`config.mk`:
```
export PLATFORM = sky130hd
export DESIGN_NAME = ufmc_alu
export DESIGN_NICKNAME = d
export VERILOG_FILES = /design/src/rtl/core/ufmc_pkg.sv /design/src/rtl/core/ufmc_alu.sv
export SDC_FILE = /design/constraint.sdc
export NUM_CORES = 1
export LEC_CHECK = 0
export ABC_AREA = 1
export CELL_PAD_IN_SITES_DETAIL_PLACEMENT = 1
export CELL_PAD_IN_SITES_GLOBAL_PLACEMENT = 2
export CORE_ASPECT_RATIO = 1.4
export CORE_MARGIN = 5
export CORE_UTILIZATION = 30
export DETAILED_ROUTE_END_ITERATION = 10
export DONT_BUFFER_PORTS = 1
export PLACE_DENSITY_LB_ADDON = 0.1
export SLEW_MARGIN = 20
export SYNTH_ARGS = -nofsm -noshare
export SYNTH_HDL_FRONTEND = slang
export SYNTH_SLANG_ARGS = --single-unit
```
`constraint.sdc`:
```
create_clock -name vclk -period 1.2
set_input_delay 0.06 -clock vclk [all_inputs]
set_output_delay 0.06 -clock vclk [all_outputs]
set_load 0.01 [all_outputs]
```
`src/rtl/core/ufmc_pkg.sv`:
```
package ufmc_pkg;

   // Grid size built into the cell stores
   localparam int MAX_ROWS = 32;
   localparam int MAX_COLS = 32;
   localparam int CELLS    = MAX_ROWS * MAX_COLS;
   localparam int CELL_W   = $clog2(CELLS);
   localparam int SIZE_W   = $clog2(CELLS + 1);
   localparam int OPND_W   = SIZE_W;

   // Field widths of the items
   localparam int ROW_W   = 5;
   localparam int COL_W   = 5;
   localparam int GRID_W  = 6;
   localparam int EDGE_W  = 11;
   localparam int MSIZE_W = 11;
   localparam logic [MSIZE_W-1:0] MSIZE_MAX = '1;

   // Register reset values
   localparam logic [GRID_W-1:0] GRID_ROWS_RST  = 6'd32;
   localparam logic [GRID_W-1:0] GRID_COLS_RST  = 6'd32;
   localparam logic [EDGE_W-1:0] EDGE_COUNT_RST = 11'd1984;

   // Port widths
   localparam int CSR_IDX_W   = 2;
   localparam int CSR_DATA_W  = 11;
   localparam int REQ_TDATA_W = 24;
   localparam int RSP_TDATA_W = 24;
   localparam int RSP_TUSER_W = 3;

   typedef logic [CELL_W-1:0] cell_type;
   typedef logic [SIZE_W-1:0] size_type;
   typedef logic [OPND_W-1:0] opnd_type;

   typedef enum logic [2:0] {
      ST_CLEAR,
      ST_IDLE,
      ST_WALK_A,
      ST_WALK_B,
      ST_DECIDE,
      ST_MERGE,
      ST_FINISH
   } state_type;

   typedef enum logic [CSR_IDX_W-1:0] {
      CSR_GRID_ROWS  = 2'd0,
      CSR_GRID_COLS  = 2'd1,
      CSR_EDGE_COUNT = 2'd2
   } csr_index_type;

   typedef enum logic [1:0] {
      WALL_NONE  = 2'd0,
      WALL_BELOW = 2'd1,
      WALL_RIGHT = 2'd2
   } wall_kind_type;

   // Write side of the parent and size stores
   typedef struct packed {
      logic     parent_we;
      cell_type parent_addr;
      cell_type parent_data;
      logic     size_we;
      cell_type size_addr;
      size_type size_data;
   } store_wr_type;

   // Flat cell index: row-major over the built column count
   function automatic cell_type cell_index(input logic [ROW_W-1:0] row,
                                           input logic [COL_W-1:0] col);
      cell_index = CELL_W'(int'(row) * MAX_COLS + int'(col));
   endfunction

endpackage

```
`src/rtl/core/ufmc_alu.sv`:
```
module ufmc_alu (
   input  ufmc_pkg::opnd_type op_a,
   input  ufmc_pkg::opnd_type op_b,
   output logic              eq,
   output logic              lt,
   output ufmc_pkg::opnd_type sum
);
   import ufmc_pkg::*;

   // Compare and add; a set sum never exceeds the cell count
   assign eq  = (op_a == op_b);
   assign lt  = (op_a < op_b);
   assign sum = op_a + op_b;

endmodule

```
# After elaboration in Yosys (flattened, before gate mapping)
# Index checks and enable logic that the tools add are counted.
# word_totals
rom_bits,0
in_bits,22
ramBits,0
latch_bits,0
regBits,0
memories,0
wordCells,3
out_inout_bits,13
# op_classes
bitwise_logic,0
n_eq_ne,1
n_reduce_logical,0
n_shift,0
order_cmp,1
div,0
add_sub_neg,1
muxes,0
n_mul,0
# ops
operator,n
$add A11 B11 Y11,1
$eq A11 B11 Y1,1
$lt A11 B11 Y1,1

# Longest topological paths before layout
# Gate-level depths: netlist of the first run.
# depth
word_depth,1
mapped_depth,11
depth_no_buf,11

# Worst setup path after synthesis of the first run
# OpenSTA, ideal clock, no wires.
# synth_path
path_kind,input to output
start,in op_a[0]
end,out sum[6]
slack_ns,-0.047
t_required_ns,1.140
path_buffers,0
cell_stages,9
t_arrival_ns,1.187
path_cell_list,ha_1 -> inv_1 -> fa_1 -> inv_1 -> nand2_1 -> nand3_2 -> nand2_1 -> nand2_1 -> xor2_1
# synth_via
elab_chain_cells,1
# synth_rtl
item,line_no,rtl
"start, declared",ufmc_alu.sv:2,"input ufmc_pkg::opnd_type op_a,"
$add A11 B11 Y11,ufmc_alu.sv:13,assign sum = op_a + op_b;
"end, declared",ufmc_alu.sv:6,output ufmc_pkg::opnd_type sum
# Every way passes these cells.

# Worst setup path in the final report of the first run
# layout_path
start,in op_b[0]
end,out sum[4]
# layout_via
elab_chain_cells,1
# layout_rtl
item,line_no,rtl
"start, declared",ufmc_alu.sv:3,"input ufmc_pkg::opnd_type op_b,"
$add A11 B11 Y11,ufmc_alu.sv:13,
# Every way passes these cells.

==> results of run 1 <==
==> critical path, stage by stage <==
cell	delay (ns)
ha_4	0.12
inv_2	0.04
fa_2	0.34
inv_2	0.07
nand2_2	0.06
nand3_4	0.08
xor2_1	0.16
buf_4	0.14
==> metrics by stage <==
| stage | total power, W | instance area, um2 |
|---|---|---|
| 6_report | 0.000503 | 1090 |
| 5_1_grt | 0.000566 | 1090 |
| 4_1_cts | 0.000459 | 982 |
| 3_5_place_dp | 0.000432 | 930 |
| 3_3_place_gp | 0.000428 | 930 |
| 2_1_floorplan | 0.000316 | 825 |
==> area by class of cell <==
cell class	count	area, um2	share of cell area
multi-input combinational	105	845	0.773
inverter	34	128	0.117
timing repair buffer	10	75.1	0.0687
tap	36	45.0	0.0412
==> cells in the mapped netlist <==
library cell,number,share of area
a21oi_2,1,0.011
ha_1,21,0.32
fa_1,1,0.025
a21oi_1,6,0.037
xor2_1,5,0.054
nand3_1,7,0.043
nand4_1,1,0.0077
inv_2,2,0.0092
nand3_2,1,0.012
o21bai_1,3,0.028
o21ai_0,2,0.012
a211oi_1,1,0.0092
nand2_1,39,0.18
inv_1,32,0.15
nor2_1,12,0.055
nor2_2,1,0.0077
nor3_1,2,0.012
nor3_2,2,0.025
==> what timing repair did <==
item,CTS,global route
setup endpoints to repair,4,9
buffers inserted,1,1
pin swaps,5,10
hold endpoints to repair,0,0
cloned,0,0
resized for setup,11,21
==> cells by family after synthesis <==
group           synth area share
simple gates               0.344
buf+inv                    0.157
compound gates            0.0971
fa+ha+maj                  0.348
xor+xnor                  0.0539
==> layout by cell type, fill, tap and decap left out <==
| cell | synthesis | routed |
|---|---|---|
| ha_1 | 21 | 11 |
| nor2_2 | 1 | 4 |
| nor2_1 | 12 | 9 |
| nand3_1 | 7 | 5 |
| a21oi_1 | 6 | 4 |
| xor2_2 | 0 | 1 |
| inv_1 | 32 | 29 |
| a21oi_4 | 0 | 1 |
| ha_4 | 0 | 6 |
| a211oi_1 | 1 | 1 |
| ha_2 | 0 | 4 |
| nand2_2 | 0 | 8 |
| fa_2 | 0 | 1 |
| buf_4 | 0 | 10 |
| nor3_2 | 2 | 3 |
| nor3_1 | 2 | 1 |
| inv_2 | 2 | 5 |
| nand3_2 | 1 | 2 |
| nand2_1 | 39 | 31 |
| o21bai_1 | 3 | 3 |
| o21ai_0 | 2 | 2 |
| nand3_4 | 0 | 1 |
| xor2_1 | 5 | 4 |
| nand4_1 | 1 | 1 |
| a21oi_2 | 1 | 2 |
==> power groups by stage <==
| stage | logic [W] | registers, W | clock network, W |
|---|---|---|---|
| after floorplan | 0.000316 | 0 | 0 |
| after global placement | 0.000428 | 0 | 0 |
| after detailed placement | 0.000432 | 0 | 0 |
| after CTS | 0.000459 | 0 | 0 |
| after global routing | 0.000566 | 0 | 0 |
| final | 0.000503 | 0 | 0 |
==> how the worst min path moves through the flow <==
stage                 start  endpoint  slack (ns)  cells past startpoint
global placement    op_b[0]    sum[0]        0.29                      2
detailed placement  op_b[0]    sum[0]        0.31                      2
floorplan           op_b[0]    sum[0]        0.28                      2
finish              op_b[0]    sum[0]        0.29                      2
global route        op_b[0]    sum[0]        0.31                      2
CTS                 op_b[0]    sum[0]        0.31                      2
==> metal layers <==
layer | share of wire | vias up
met1 | 0.36 | 376
li1 | - | 444
met4 | 0 | 0
met5 | 0 | -
met2 | 0.61 | 15
met3 | 0.032 | 0
==> metrics, run 1 <==
first-pass GRT wire length=3690 um; GR Layer Usage met1=0.125; Routed Antenna Nets=0; total length of routed wires=2250 um; Seq/Total Area, Yosys=0; Slew Limit Fails=0; Req. time, crit path=1.14 ns; GRT Max-Usage Layer=met2; Post-Layout Cell Count=185; drt via density=4.51; Hold Crit Class=input pin to output pin; vias in the first global route=943; Seq Cell Count=0; IO buf count=0; met3 usage=0.00416; Pleak=0.588 nW; Final #Nets=195; setup total negative slack=0 ns; final hold slack=0.293 ns; register area=0 um2; clock buffers=0; DR pass1 iterations=4; layout cells sized above 1=0.322; CP arrival=1.08 ns; Clock power frac=0; Ys Warns=0; combinational share of power=1.000; count of different cell masters after synthesis=18; I/O pin cnt=35; post-synthesis average cell area=5.84 um2; Area growth, synth to finish=34.5%; CP startpoint=op_b[0]; Max Clock Freq=875 MHz; P_int=0.000208 W; fillers=362; worst-margin pin slew=0.273 ns; pwr dens=461 nW/um2; CP Launch Type=input pin; total global-route track usage=0.117; Vias=835; row count=22; synthesized area=812 um2; CP Max Fanout=3; die area=3860 um2; initial antenna violation count=0; die width=54.0 um; Antenna Cells=0; met2 Use GR=0.248; Iteration-0 DRC Markers=3; Initial Utilization=0.311; critical path class=input pin to output pin; Placed Instances=183; Core Box Area=2620 um2; CTS hold repair buffers=0; status=completed; dpl hpwl=1960 um; Final Critical Period=1.14 ns; Max VDD drop=0.000182 V; Syn Nets=183; Final Hold Fails=0; drt wl/cell=12.1 um; RSZ-0062 raised after global routing=true; largest net degree at the start of global routing=6; die height=71.6 um; final setup margin=0.0568 ns; maxcap violations=0; final setup fails=0; gr ovfl total=0; critical path endpoint category=output pin; Post-Route Utilization=0.418; sequential power share=0; Worst slew margin=0.817; Tcrit/Tclk final=0.953; Sw Ratio=0.587; pre-CTS WS=-0.0570 ns; CP Capture Point=sum[4]; sw power=0.000296 W; Synth Instances=139; routability-driven placement congestion ratio=0.740; Post-route DRC=0
(Power assumes the default switching activity.)
==> run 2, diff against run 1 <==
--- a/config.mk
+++ b/config.mk
@@ -5,12 +5,12 @@
 export SDC_FILE = /design/constraint.sdc
 export NUM_CORES = 1
 export LEC_CHECK = 0
-export ABC_AREA = 1
+export ABC_CLOCK_PERIOD_IN_PS = 1200
 export CELL_PAD_IN_SITES_DETAIL_PLACEMENT = 1
 export CELL_PAD_IN_SITES_GLOBAL_PLACEMENT = 2
 export CORE_ASPECT_RATIO = 1.4
 export CORE_MARGIN = 5
-export CORE_UTILIZATION = 30
+export CORE_UTILIZATION = 32
 export DETAILED_ROUTE_END_ITERATION = 10
 export DONT_BUFFER_PORTS = 1
 export PLACE_DENSITY_LB_ADDON = 0.1
==> constraint.sdc (replaced) <==
create_clock -name vclk -period 1.2
set_input_delay 0.12 -clock vclk [all_inputs]
set_output_delay 0.12 -clock vclk [all_outputs]
set_load 0.01 [all_outputs]
==> metrics, run 2 <==
CP arrival=1.57 ns; critical path class=input pin to output pin; Pleak=0.616 nW; maxcap violations=0; CP Max Fanout=2; Tcrit/Tclk final=1.41; I/O pin cnt=35; pwr dens=555 nW/um2; Post-Route Utilization=0.594; Hold Crit Class=input pin to output pin; leading cell types by count after synthesis=21 x ha_1, 18 x inv_1, 15 x nor2_1; final hold slack=0.420 ns; most frequent cells in the layout=27 x buf_4, 14 x inv_1, 13 x ha_1; final setup fails=11; Syn Nets=148; post-synth top area cell=ha_1; final setup margin=-0.490 ns; failing checks=setup timing; Synth Instances=104; die area=3450 um2; DR pass1 iterations=4; CP cell instances=ha_4, inv_2, fa_2, nor2_2, nor2_2, o41ai_2, buf_4, buf_12, o22ai_4, xnor2_2; RSZ-0062 raised after global routing=true; Vias=819; gr ovfl total=0; crit-path max cell delay=0.35 ns; Synth Area in Compound Gates=0.212; status=complete, but fails checks; crit path max-delay cell type=fa_2; layout cells sized above 1=0.533; Req. time, crit path=1.08 ns; Ys Warns=0; row count=20; Core Box Area=2230 um2; drt via density=5.22; initial antenna violation count=0; Area growth, synth to finish=74.7%; fillers=256; Seq Cell Count=0; Final #Nets=181; clock buffers=0; count of different cell masters after synthesis=27; first-pass GRT wire length=4150 um; simple-gate area share of the yosys netlist=0.208; vias in the first global route=915; CP Launch Type=input pin; Area contributors post-synth=ha_1 35%, inv_1 8.9%, xor2_1 8.1%, nor2_1 7.4%, o41ai_2 6.4%; routability-driven placement congestion ratio=0.765; Initial Utilization=0.340; drt wl/cell=16.2 um; critical path endpoint category=output pin; largest family of logic cells by synthesized area=adder cells; Max Clock Freq=592 MHz; post-synthesis adder-cell area fraction=0.374; Antenna Cells=0; register area=0 um2; synthesized area=757 um2; die width=51.1 um; mux contribution to synthesized area=0; Max VDD drop=0.000274 V; worst-margin pin slew=0.315 ns; dpl hpwl=1840 um; Seq/Total Area, Yosys=0; CP most frequent cell=nor2_2; top-area cell type share of the netlist area=0.347; Final Critical Period=1.69 ns; post-synthesis average cell area=7.28 um2; xor/xnor share of the synthesized area=0.104; total length of routed wires=2550 um; Post-route DRC=0; most common cell after layout, fill and taps aside=buf_4; Iteration-0 DRC Markers=2; largest net degree at the start of global routing=7; Slew Limit Fails=0; Routed Antenna Nets=0; count leader, synth=ha_1; total global-route track usage=0.152; CTS hold repair buffers=0; Worst slew margin=0.790; Final Hold Fails=0; die height=67.5 um; pre-CTS WS=-0.517 ns; IO buf count=0
## run 2: cell types whose count changed in the layout (fill, tap and decap cells not counted), sizes merged, moves of 3 or more
cell	previous run	this run
inv	34	18
nand3	8	0
buf	10	33
o41ai	0	3
nor2b	0	4
nor2	13	16
nand2	39	3
## run 2: final timing paths
kind	startpoint	to	depth (start not counted)
max	op_a[0]	sum[8]	10
min	op_b[0]	sum[0]	2
## run 2: what timing repair did
action / CTS / global route
buffers inserted: 7 / 5
resized for setup: 38 / 8
endpoints found under the setup margin: 10 / 11
pin swaps: 18 / 10
## run 2: cell type report
type	instances	area [um2]	area share
tap	22	27.5	0.0208
timing repair buffer	33	279	0.211
multi-input combinational	84	936	0.708
inverter	18	80.1	0.0605
## run 2: power by group
part	total (W)	internal (W)	switching, W	leakage (nW)
Sequential	0	0	0	0
Clock	0	0	0	0
Combinational	0.000734	0.000375	0.000359	0.616
Total	0.000734	0.000375	0.000359	0.616
## run 2: metal layers
metal	track usage	vias to the layer above	routed length [um]
met5	0	-	0
met4	0	0	0
met3	0.00883	0	91
met2	0.327	16	1530
met1	0.165	397	931
li1	-	406	-
## run 2: metrics by stage
step / power, W / std cells / setup TNS [ns] / cell area (um2)
after CTS: 0.000669 / 153 / -2.56 / 1240
final: 0.000734 / 157 / -3.13 / 1320
after floorplan: 0.000333 / 104 / -1.61 / 811
after global routing: 0.000799 / 157 / -4.03 / 1320
after detailed placement: 0.000513 / 146 / -3.09 / 985
after global placement: 0.000502 / 146 / -2.93 / 985
## run 2: cell families (layout without fill, tap and decap cells)
kind of cell / after synthesis / in the layout
adder cells (fa/ha/maj): 22 / 22
AO/OA/AOI/OAI: 21 / 21
XOR/XNOR: 9 / 9
buffers and inverters: 20 / 51
AND/OR/NAND/NOR: 32 / 32
## run 2: critical path: cells and delay by family
kind	cells	cell delay, ns
and+or+nand+nor	2	0.16
AOI/OAI and AO/OA	2	0.29
buffers and inverters	3	0.32
adders and majority gates	2	0.47
xor gates and xnor gates	1	0.20
